==> config.mk <==
export PLATFORM = sky130hd
export DESIGN_NAME = brake_pressure_conditioner_core
export DESIGN_NICKNAME = d
export VERILOG_FILES = /design/src/hdl/bpc_pkg.sv /design/src/hdl/bpc_regs.sv /design/src/hdl/bpc_mul.sv /design/src/hdl/bpc_div.sv /design/src/hdl/brake_pressure_conditioner_core.sv
export SDC_FILE = /design/constraint.sdc
export NUM_CORES = 2
export LEC_CHECK = 0
export BUFFER_PORTS_ARGS = -buffer_cell sky130_fd_sc_hd__buf_4
export CAP_MARGIN = 40
export CORE_ASPECT_RATIO = 1.5
export CORE_MARGIN = 5
export CORE_UTILIZATION = 61
export DETAILED_ROUTE_END_ITERATION = 16
export PLACE_DENSITY = 0.79
export RECOVER_POWER = 100
export SYNTH_ARGS = -nofsm -noshare
export SYNTH_HDL_FRONTEND = slang
export SYNTH_SLANG_ARGS = --single-unit
==> constraint.sdc <==
create_clock -name clk_i -period 11.95 [get_ports clk_i]
set_clock_uncertainty 0.2 [all_clocks]
set_input_delay 0.5975 -clock clk_i [delete_from_list [all_inputs] [get_ports clk_i]]
set_output_delay 0.5975 -clock clk_i [all_outputs]
set_load 0.1 [all_outputs]
==> src/hdl/bpc_pkg.sv <==
// ----------------------------------------------------------------------------
// bpc_pkg
// Shared constants and types of the brake pressure conditioner.
// ----------------------------------------------------------------------------
package bpc_pkg;

  localparam int SAMPLE_BITS = 12;
  localparam int FRAC_BITS   = 16;
  localparam int FILT_W      = SAMPLE_BITS + FRAC_BITS;
  localparam int ALPHA_W     = FRAC_BITS + 1;
  localparam int FSP_W       = 16;
  localparam int PCT_W       = 7;
  localparam int PRES_W      = FSP_W;

  localparam int MUL_A_W     = FILT_W + 1;
  localparam int MUL_B_W     = ALPHA_W + 1;
  localparam int PROD_W      = MUL_A_W + MUL_B_W;

  localparam int QUO_W       = PRES_W;
  localparam int NARROW_BITS = PCT_W;
  localparam int DVD_W       = FILT_W + QUO_W;
  localparam int REM_W       = FILT_W + 1;
  localparam int CNT_W       = $clog2(QUO_W + 1);

  localparam int ADDR_W      = 5;
  localparam int DATA_W      = 32;

  localparam logic [ALPHA_W-1:0]     ALPHA_ONE = ALPHA_W'(1 << FRAC_BITS);
  localparam logic [SAMPLE_BITS-1:0] ADC_LIMIT = SAMPLE_BITS'(4095);
  localparam logic [PCT_W-1:0]       PCT_FULL  = PCT_W'(100);
  localparam logic [PROD_W-1:0]      HALF_LSB  = PROD_W'(1) << (FRAC_BITS - 1);

  typedef enum logic [2:0] {
    REG_VALID_MIN  = 3'd0,
    REG_ZERO       = 3'd1,
    REG_FULL_SCALE = 3'd2,
    REG_VALID_MAX  = 3'd3,
    REG_FS_PRES    = 3'd4,
    REG_ALPHA      = 3'd5,
    REG_ON_THR     = 3'd6,
    REG_OFF_THR    = 3'd7
  } reg_idx_e;

  typedef struct packed {
    logic [SAMPLE_BITS-1:0] valid_min;
    logic [SAMPLE_BITS-1:0] zero;
    logic [SAMPLE_BITS-1:0] full_scale;
    logic [SAMPLE_BITS-1:0] valid_max;
    logic [FSP_W-1:0]       fs_pressure;
    logic [ALPHA_W-1:0]     alpha_sat;
    logic [PCT_W-1:0]       on_thr;
    logic [PCT_W-1:0]       off_thr;
    logic                   calib_ok;
  } cfg_t;

  typedef struct packed {
    logic              start;
    logic              wide;
    logic [DVD_W-1:0]  dividend;
    logic [FILT_W-1:0] divisor;
  } div_req_t;

  typedef struct packed {
    logic             done;
    logic [QUO_W-1:0] quotient;
  } div_rsp_t;

endpackage

==> src/hdl/bpc_regs.sv <==
// ----------------------------------------------------------------------------
// bpc_regs
// APB register file with calibration ordering check.
// ----------------------------------------------------------------------------
module bpc_regs (
  input  logic                       clk_i,
  input  logic                       rst_ni,
  input  logic                       psel,
  input  logic                       penable,
  input  logic                       pwrite,
  input  logic [bpc_pkg::ADDR_W-1:0] paddr,
  input  logic [bpc_pkg::DATA_W-1:0] pwdata,
  output logic [bpc_pkg::DATA_W-1:0] prdata,
  output logic                       pready,
  output bpc_pkg::cfg_t              cfg_o
);
  import bpc_pkg::*;

  logic [SAMPLE_BITS-1:0] valid_min_q, zero_q, full_scale_q, valid_max_q;
  logic [FSP_W-1:0]       fs_pres_q;
  logic [ALPHA_W-1:0]     alpha_q;
  logic [PCT_W-1:0]       on_thr_q, off_thr_q;
  reg_idx_e               idx;
  logic                   wr_en;

  assign idx   = reg_idx_e'(paddr[ADDR_W-1:2]);
  assign wr_en = psel & penable & pwrite;
  assign pready = 1'b1;

  always_ff @(posedge clk_i or negedge rst_ni) begin
    if (!rst_ni) begin
      valid_min_q  <= SAMPLE_BITS'(100);
      zero_q       <= SAMPLE_BITS'(400);
      full_scale_q <= SAMPLE_BITS'(3700);
      valid_max_q  <= SAMPLE_BITS'(4000);
      fs_pres_q    <= FSP_W'(10000);
      alpha_q      <= ALPHA_ONE;
      on_thr_q     <= PCT_W'(10);
      off_thr_q    <= PCT_W'(5);
    end else if (wr_en) begin
      unique case (idx)
        REG_VALID_MIN:  valid_min_q  <= pwdata[SAMPLE_BITS-1:0];
        REG_ZERO:       zero_q       <= pwdata[SAMPLE_BITS-1:0];
        REG_FULL_SCALE: full_scale_q <= pwdata[SAMPLE_BITS-1:0];
        REG_VALID_MAX:  valid_max_q  <= pwdata[SAMPLE_BITS-1:0];
        REG_FS_PRES:    fs_pres_q    <= pwdata[FSP_W-1:0];
        REG_ALPHA:      alpha_q      <= pwdata[ALPHA_W-1:0];
        REG_ON_THR:     on_thr_q     <= pwdata[PCT_W-1:0];
        REG_OFF_THR:    off_thr_q    <= pwdata[PCT_W-1:0];
      endcase
    end
  end

  always_comb begin
    unique case (idx)
      REG_VALID_MIN:  prdata = DATA_W'(valid_min_q);
      REG_ZERO:       prdata = DATA_W'(zero_q);
      REG_FULL_SCALE: prdata = DATA_W'(full_scale_q);
      REG_VALID_MAX:  prdata = DATA_W'(valid_max_q);
      REG_FS_PRES:    prdata = DATA_W'(fs_pres_q);
      REG_ALPHA:      prdata = DATA_W'(alpha_q);
      REG_ON_THR:     prdata = DATA_W'(on_thr_q);
      REG_OFF_THR:    prdata = DATA_W'(off_thr_q);
    endcase
  end

  always_comb begin
    cfg_o.valid_min   = valid_min_q;
    cfg_o.zero        = zero_q;
    cfg_o.full_scale  = full_scale_q;
    cfg_o.valid_max   = valid_max_q;
    cfg_o.fs_pressure = fs_pres_q;
    cfg_o.alpha_sat   = (alpha_q > ALPHA_ONE) ? ALPHA_ONE : alpha_q;
    cfg_o.on_thr      = on_thr_q;
    cfg_o.off_thr     = off_thr_q;
    cfg_o.calib_ok    = (valid_min_q < zero_q) && (zero_q < full_scale_q) &&
                        (full_scale_q < valid_max_q) && (valid_max_q <= ADC_LIMIT) &&
                        (fs_pres_q != '0) && (off_thr_q < on_thr_q) &&
                        (on_thr_q <= PCT_FULL);
  end

endmodule

==> src/hdl/bpc_mul.sv <==
// ----------------------------------------------------------------------------
// bpc_mul
// Shared signed multiplier with registered product.
// ----------------------------------------------------------------------------
module bpc_mul (
  input  logic                              clk_i,
  input  logic                              en_i,
  input  logic signed [bpc_pkg::MUL_A_W-1:0] a_i,
  input  logic signed [bpc_pkg::MUL_B_W-1:0] b_i,
  output logic signed [bpc_pkg::PROD_W-1:0]  prod_o
);
  import bpc_pkg::*;

  logic signed [PROD_W-1:0] prod_q;

  always_ff @(posedge clk_i) begin
    if (en_i) begin
      prod_q <= PROD_W'(a_i) * PROD_W'(b_i);
    end
  end

  assign prod_o = prod_q;

endmodule

==> src/hdl/bpc_div.sv <==
// ----------------------------------------------------------------------------
// bpc_div
// Restoring divider, one quotient bit per cycle, 7 or 16 quotient bits.
// ----------------------------------------------------------------------------
module bpc_div (
  input  logic              clk_i,
  input  logic              rst_ni,
  input  bpc_pkg::div_req_t req_i,
  output bpc_pkg::div_rsp_t rsp_o
);
  import bpc_pkg::*;

  logic [REM_W-1:0]  rem_q;
  logic [QUO_W-1:0]  lo_q;
  logic [QUO_W-1:0]  quo_q;
  logic [FILT_W-1:0] dsr_q;
  logic [CNT_W-1:0]  cnt_q;
  logic              busy_q;
  logic              done_q;
  logic [REM_W-1:0]  trial;
  logic              fits;

  assign trial = {rem_q[REM_W-2:0], lo_q[QUO_W-1]};
  assign fits  = trial >= {1'b0, dsr_q};

  always_ff @(posedge clk_i or negedge rst_ni) begin
    if (!rst_ni) begin
      busy_q <= 1'b0;
      done_q <= 1'b0;
      cnt_q  <= '0;
    end else if (req_i.start) begin
      busy_q <= 1'b1;
      done_q <= 1'b0;
      cnt_q  <= req_i.wide ? CNT_W'(QUO_W) : CNT_W'(NARROW_BITS);
    end else if (busy_q) begin
      cnt_q <= cnt_q - CNT_W'(1);
      if (cnt_q == CNT_W'(1)) begin
        busy_q <= 1'b0;
        done_q <= 1'b1;
      end
    end else begin
      done_q <= 1'b0;
    end
  end

  always_ff @(posedge clk_i) begin
    if (req_i.start) begin
      dsr_q <= req_i.divisor;
      quo_q <= '0;
      if (req_i.wide) begin
        rem_q <= REM_W'(req_i.dividend[DVD_W-1:QUO_W]);
        lo_q  <= req_i.dividend[QUO_W-1:0];
      end else begin
        rem_q <= req_i.dividend[REM_W+NARROW_BITS-1:NARROW_BITS];
        lo_q  <= {req_i.dividend[NARROW_BITS-1:0], (QUO_W-NARROW_BITS)'(0)};
      end
    end else if (busy_q) begin
      rem_q <= fits ? (trial - {1'b0, dsr_q}) : trial;
      lo_q  <= {lo_q[QUO_W-2:0], 1'b0};
      quo_q <= {quo_q[QUO_W-2:0], fits};
    end
  end

  assign rsp_o.done     = done_q;
  assign rsp_o.quotient = quo_q;

endmodule

==> src/hdl/brake_pressure_conditioner_core.sv <==
// ----------------------------------------------------------------------------
// brake_pressure_conditioner_core
// Sensor low-pass filter, normalization and hysteretic brake flag.
// ----------------------------------------------------------------------------
// a rejected sample goes from the check straight to output; a valid one runs
// check with filter multiply, filter update (skipped when it seeds), normalize,
// percent multiply, 7-bit divide, pressure multiply, 16-bit divide, then output
// a sample is taken only in idle, as the multiplier and divider are shared
// a new sample is taken while a finished result waits in the output register
// reset clears filter state, brake flag and sequencer; registers take defaults
module brake_pressure_conditioner_core (
  input  logic                                clk_i,
  input  logic                                rst_ni,
  input  logic                                in_valid_i,
  output logic                                in_ready_o,
  input  logic [bpc_pkg::SAMPLE_BITS-1:0]     raw_sample_i,
  output logic                                out_valid_o,
  input  logic                                out_ready_i,
  output logic                                result_valid_o,
  output logic [bpc_pkg::PCT_W-1:0]           pressure_pct_o,
  output logic [bpc_pkg::FILT_W-1:0]          filtered_sample_o,
  output logic [bpc_pkg::PRES_W-1:0]          pressure_centibar_o,
  output logic                                brake_active_o,
  input  logic                                psel,
  input  logic                                penable,
  input  logic                                pwrite,
  input  logic [bpc_pkg::ADDR_W-1:0]          paddr,
  input  logic [bpc_pkg::DATA_W-1:0]          pwdata,
  output logic [bpc_pkg::DATA_W-1:0]          prdata,
  output logic                                pready
);
  import bpc_pkg::*;

  typedef enum logic [3:0] {
    S_IDLE, S_CHECK, S_FUPD, S_NORM, S_PMUL, S_PDIV, S_PWAIT, S_RDIV, S_RWAIT, S_OUT
  } state_e;

  cfg_t                      cfg;
  div_req_t                  div_req;
  div_rsp_t                  div_rsp;
  logic                      mul_en;
  logic signed [MUL_A_W-1:0] mul_a;
  logic signed [MUL_B_W-1:0] mul_b;
  logic signed [PROD_W-1:0]  prod;

  state_e                 state_q;
  logic [SAMPLE_BITS-1:0] raw_q;
  logic                   seeded_q;
  logic [FILT_W-1:0]      filt_q;
  logic                   active_q;
  logic                   item_ok_q;
  logic [FILT_W-1:0]      num_q;
  logic [FILT_W-1:0]      den_q;
  logic [PCT_W-1:0]       pct_q;
  logic [PRES_W-1:0]      pres_q;
  logic                   out_valid_q;
  logic                   res_valid_q;
  logic [PCT_W-1:0]       res_pct_q;
  logic [FILT_W-1:0]      res_filt_q;
  logic [PRES_W-1:0]      res_pres_q;
  logic                   res_active_q;

  logic [FILT_W-1:0]      x_val;
  logic [FILT_W-1:0]      zero_fix;
  logic [FILT_W-1:0]      num_raw;
  logic [FILT_W-1:0]      den_val;
  logic signed [PROD_W-1:0] rnd;
  logic                   sample_ok;
  logic                   active_next;

  bpc_regs u_regs (
    .clk_i   (clk_i),
    .rst_ni  (rst_ni),
    .psel    (psel),
    .penable (penable),
    .pwrite  (pwrite),
    .paddr   (paddr),
    .pwdata  (pwdata),
    .prdata  (prdata),
    .pready  (pready),
    .cfg_o   (cfg)
  );

  bpc_mul u_mul (
    .clk_i  (clk_i),
    .en_i   (mul_en),
    .a_i    (mul_a),
    .b_i    (mul_b),
    .prod_o (prod)
  );

  bpc_div u_div (
    .clk_i  (clk_i),
    .rst_ni (rst_ni),
    .req_i  (div_req),
    .rsp_o  (div_rsp)
  );

  assign x_val     = {raw_q, FRAC_BITS'(0)};
  assign zero_fix  = {cfg.zero, FRAC_BITS'(0)};
  assign den_val   = {cfg.full_scale - cfg.zero, FRAC_BITS'(0)};
  assign num_raw   = (filt_q > zero_fix) ? (filt_q - zero_fix) : '0;
  assign sample_ok = cfg.calib_ok && (raw_q >= cfg.valid_min) && (raw_q <= cfg.valid_max);
  assign rnd       = prod + $signed(HALF_LSB);

  always_comb begin
    if (!active_q && (pct_q > cfg.on_thr)) begin
      active_next = 1'b1;
    end else if (active_q && (pct_q <= cfg.off_thr)) begin
      active_next = 1'b0;
    end else begin
      active_next = active_q;
    end
  end

  always_comb begin
    mul_en = 1'b0;
    mul_a  = $signed({1'b0, x_val}) - $signed({1'b0, filt_q});
    mul_b  = $signed({1'b0, cfg.alpha_sat});
    unique case (state_q)
      S_CHECK: mul_en = 1'b1;
      S_PMUL: begin
        mul_en = 1'b1;
        mul_a  = $signed({1'b0, num_q});
        mul_b  = $signed(MUL_B_W'(PCT_FULL));
      end
      S_PWAIT: begin
        mul_en = div_rsp.done;
        mul_a  = $signed({1'b0, num_q});
        mul_b  = $signed(MUL_B_W'(cfg.fs_pressure));
      end
      default: ;
    endcase
  end

  always_comb begin
    div_req.start    = (state_q == S_PDIV) || (state_q == S_RDIV);
    div_req.wide     = (state_q == S_RDIV);
    div_req.dividend = prod[DVD_W-1:0];
    div_req.divisor  = den_q;
  end

  assign in_ready_o = (state_q == S_IDLE);

  always_ff @(posedge clk_i or negedge rst_ni) begin
    if (!rst_ni) begin
      state_q      <= S_IDLE;
      raw_q        <= '0;
      seeded_q     <= 1'b0;
      filt_q       <= '0;
      active_q     <= 1'b0;
      item_ok_q    <= 1'b0;
      num_q        <= '0;
      den_q        <= '0;
      pct_q        <= '0;
      pres_q       <= '0;
      out_valid_q  <= 1'b0;
      res_valid_q  <= 1'b0;
      res_pct_q    <= '0;
      res_filt_q   <= '0;
      res_pres_q   <= '0;
      res_active_q <= 1'b0;
    end else begin
      if (out_valid_q && out_ready_i && (state_q != S_OUT)) begin
        out_valid_q <= 1'b0;
      end
      unique case (state_q)
        S_IDLE: begin
          if (in_valid_i) begin
            raw_q   <= raw_sample_i;
            state_q <= S_CHECK;
          end
        end
        S_CHECK: begin
          item_ok_q <= sample_ok;
          if (!sample_ok) begin
            seeded_q <= 1'b0;
            filt_q   <= '0;
            pct_q    <= '0;
            pres_q   <= '0;
            state_q  <= S_OUT;
          end else if (!seeded_q) begin
            seeded_q <= 1'b1;
            filt_q   <= x_val;
            state_q  <= S_NORM;
          end else begin
            state_q <= S_FUPD;
          end
        end
        S_FUPD: begin
          filt_q  <= filt_q + FILT_W'(rnd >>> FRAC_BITS);
          state_q <= S_NORM;
        end
        S_NORM: begin
          num_q   <= (num_raw > den_val) ? den_val : num_raw;
          den_q   <= den_val;
          state_q <= S_PMUL;
        end
        S_PMUL:  state_q <= S_PDIV;
        S_PDIV:  state_q <= S_PWAIT;
        S_PWAIT: begin
          if (div_rsp.done) begin
            pct_q   <= (div_rsp.quotient > QUO_W'(PCT_FULL)) ? PCT_FULL
                                                              : div_rsp.quotient[PCT_W-1:0];
            state_q <= S_RDIV;
          end
        end
        S_RDIV:  state_q <= S_RWAIT;
        S_RWAIT: begin
          if (div_rsp.done) begin
            pres_q  <= (div_rsp.quotient > cfg.fs_pressure) ? cfg.fs_pressure
                                                            : div_rsp.quotient;
            state_q <= S_OUT;
          end
        end
        S_OUT: begin
          if (!out_valid_q || out_ready_i) begin
            out_valid_q  <= 1'b1;
            res_valid_q  <= item_ok_q;
            res_pct_q    <= pct_q;
            res_filt_q   <= filt_q;
            res_pres_q   <= pres_q;
            res_active_q <= item_ok_q & active_next;
            active_q     <= item_ok_q & active_next;
            state_q      <= S_IDLE;
          end
        end
        default: state_q <= S_IDLE;
      endcase
    end
  end

  assign out_valid_o         = out_valid_q;
  assign result_valid_o      = res_valid_q;
  assign pressure_pct_o      = res_pct_q;
  assign filtered_sample_o   = res_filt_q;
  assign pressure_centibar_o = res_pres_q;
  assign brake_active_o      = res_active_q;

endmodule

==> results.py <==
metrics = {
    "status": {
        "outcome": "finished with violations",
        "violated_checks": "max-capacitance violations, max-slew violations",
    },
    "yosys": {
        "yosysWarningCount": 0,
        "postSynthRegisterBits": 380,
        "synth-edff-count": 100,
        "synthArstFlopShare_pct": 69.5,
        "avgSynthCellArea_um2": 9.37,
        "top_reg_cell_synth": "sky130_fd_sc_hd__dfrtp_1",
        "synthCells": 4167,
        "post_synth_instance_area_um2": 39000,
        "yosysSeqAreaShare_pct": 25.5,
        "netlist-cell-type-count": 96,
    },
    "grt": {
        "grt_util_all_layers_pct": 33.2,
        "global_route.overflow_total": 0,
        "first_global_vias": 32545,
        "grt_start_max_net_pins": 120,
        "antenna_violations_before_repair": 0,
        "wire_length_of_the_first_global_routing_pass_um": 180000,
    },
    "cells_and_area": {
        "final_util_pct": 65.6,
        "final_cell_mix": "sky130_fd_sc_hd__inv_1 (701), sky130_fd_sc_hd__nand2_1 (504), sky130_fd_sc_hd__fa_1 (460)",
        "synthToLayoutAreaGrowth_pct": 6.39,
        "commonest_non_fill_non_tap_cell_in_the_layout": "sky130_fd_sc_hd__inv_1",
        "layout.nets": 5012,
        "drive_gt1_share_pct": 7.63,
    },
    "worst_setup_path": {
        "cp_cell_sequence": "nand2b_1 -> nor2_4 -> clkbuf_1 -> o21ai_0 -> nand2b_1 -> fa_1 -> fa_1 -> inv_1 -> ha_1 -> fa_1 -> fa_1 -> fa_1 -> ha_1 -> o21ai_0 -> or2_0 -> o31ai_2 -> o21ai_0 -> o31ai_2 -> a21oi_1 -> o21bai_1 -> a21o_1 -> a21oi_1 -> xnor2_1",
        "cpLargestDelayFamily": "compound AO/OA/AOI/OAI gates",
        "critPathKind": "register to register",
        "worst_setup_path_start_kind": "register",
        "worst-path-max-fanout": 56,
        "critPathSlowestCell": "sky130_fd_sc_hd__clkbuf_1",
        "maximum_single_stage_delay_on_the_critical_path_ns": 1.84,
        "worstSetupEndpointType": "register",
        "worstPathBufferInverterCount": 2,
        "crit_top_cell": "sky130_fd_sc_hd__fa_1",
        "cp_data_required_time_ns": 12.04,
        "crit_arrival_ns": 10.48,
    },
    "timing": {
        "finalCritPeriodShare_pct": 86.9,
        "finalHoldViolCount": 0,
        "min_period_ns": 10.38,
        "setup_total_negative_slack_ns": 0,
        "max_slew.worst_pin.slew_ns": 6.99,
        "final_max_slew_viol_count": 690,
        "timing.fmax_mhz": 96.3,
        "rsz0062_at_grt": "false",
        "finalSetupViolCount": 0,
        "maxSlewHeadroom_pct": -366,
    },
    "clock_network": {
        "cts-resized-gates": 0,
        "cts-root-buf": "sky130_fd_sc_hd__clkbuf_16",
        "holdBufCountCts": 0,
        "cts_clock_pin_slew_for_the_worst_setup_and_hold_paths_ns": 0.07,
        "clock_tree.buffer_depth": 3,
        "cts.sinks": 380,
        "numCtsBuffers": 35,
        "cts_htree_levels": 2,
        "cts_setup_buffers": 0,
        "worstSkewPairLatency_ns": 0.55,
        "cts_tree": "done",
    },
    "placed_design": {
        "place.gp.congestion": 0.998,
        "dp_hpwl_um": 91600,
        "portBuffers": 110,
    },
    "die": {
        "initial_core_util_pct": 61.6,
        "rows": 113,
        "placeableCoreArea_um2": 63300,
        "die_height_um": 320,
        "io-pin-count": 144,
        "die-width_um": 217,
        "dieArea_um2": 69300,
    },
    "min_path": {
        "timing.hold.worst.class": "input pin to register",
    },
    "routing": {
        "drt_iter0_drc": 2918,
        "drtAntennaViolNets": 0,
        "detail_route.first_pass.iterations": 12,
        "drt-vias-per-instance": 6.14,
        "detail_route.drc_violations": 0,
        "vias": 31007,
        "avgRoutedWirePerCell_um": 22.8,
        "finalWirelength_um": 115000,
    },
    "flow_run": {
        "max_cap_viol_count": 15,
    },
}
-- per-layer routing --
metal | share of wire (%) | GRT usage [%]
met1 | 34 | 37.3
met2 | 48 | 56.5
met3 | 7.7 | 5.06
met4 | 10 | 26.0
met5 | 0 | 0
-- cell type report --
| type | instances | area (um^2) |
|---|---|---|
| clock inverters | 19 | 186 |
| clock buffers | 45 | 965 |
| diodes | 1 | 2.50 |
| well taps | 805 | 1010 |
| multi-input cells | 2924 | 25800 |
| flip-flops and latches | 380 | 9970 |
| repair buffers | 175 | 1010 |
| fillers | 5131 | 21800 |
| inverters | 702 | 2640 |
-- state kept, by name, indices dropped and copies added (netlist names), 7 cells and up --
register	count
u_mul.prod_o	44
filt_q	28
filtered_sample_o	28
num_q	28
u_div.rem_q	28
u_regs.alpha_q	17
pres_q	16
pressure_centibar_o	16
u_div.lo_q	16
u_div.quo_q	16
u_regs.fs_pres_q	16
den_q	12
raw_q	12
u_div.dsr_q	12
u_regs.full_scale_q	12
u_regs.valid_max_q	12
u_regs.valid_min_q	12
u_regs.zero_q	12
pct_q	7
pressure_pct_o	7
u_regs.off_thr_q	7
u_regs.on_thr_q	7
-- cell usage after synthesis, drive strengths merged, types with 18 or more instances --
cell	n	area, um^2
o21ai	234	1170
dfrtp	235	5880
and3	20	125
xnor2	99	875
mux2i	76	768
xor2	50	445
a22o	44	385
nand2	505	1900
a21oi	116	592
nand3	71	355
o21a	41	308
and2	30	190
nor4	20	125
a222oi	23	230
nand2b	34	213
clkbuf	128	483
mux2	117	1320
inv	701	2630
o22ai	18	113
buf	47	263
nand4	33	206
fa	460	9210
nor3	37	195
nor2	321	1200
a21o	55	414
ha	278	3480
dfstp	29	762
nor2b	26	163
edfxtp	100	3000
a22oi	33	248
-- kinds of logic (layout without fill, tap and decap cells) --
group,after synthesis,in the layout,synth area share (%)
adders and majority gates,738,738,32.5
DFF,380,380,25.5
other,2,17,0.0192
muxes,193,193,5.34
and+or+nand+nor,1144,1144,12.9
buffers and inverters,877,941,8.66
xor gates and xnor gates,149,149,3.38
AOI/OAI and AO/OA,684,684,11.6
-- stage by stage --
step	area, um^2	hold slack [ns]	instances	setup slack (ns)
4_1_cts	42000	0.0196	5049	2.57
3_3_place_gp	40600	0.235	4971	2.69
2_1_floorplan	39100	0.102	4181	3.97
6_report	41500	0.0778	5051	1.57
5_1_grt	41500	0.0894	5050	1.03
3_5_place_dp	40800	0.238	4985	2.62
-- path summary, 6_finish.rpt --
kind,cells after the start,end,slack [ns],from
max reg2reg,23,u_mul.prod_o[32],1.57,state_q[3]
min reg2reg,0,u_div.dsr_q[26],0.25,den_q[26]
max in group asynchronous,3,filt_q[0],3.05,rst_ni
min in group asynchronous,1,raw_q[8],2.45,rst_ni
min,3,u_regs.alpha_q[16],0.08,pwdata[16]
max,23,u_mul.prod_o[32],1.57,state_q[3]
-- tightest hold or removal path, delay by kind of cell --
kind                   cells  cell delay (ns)
buffers and inverters      1             0.09
AOI/OAI and AO/OA          1             0.06
and+or+nand+nor            1             0.03
Power is not shown: default switching activity piles up to over one toggle a cycle in this logic, so the estimate is an artifact.
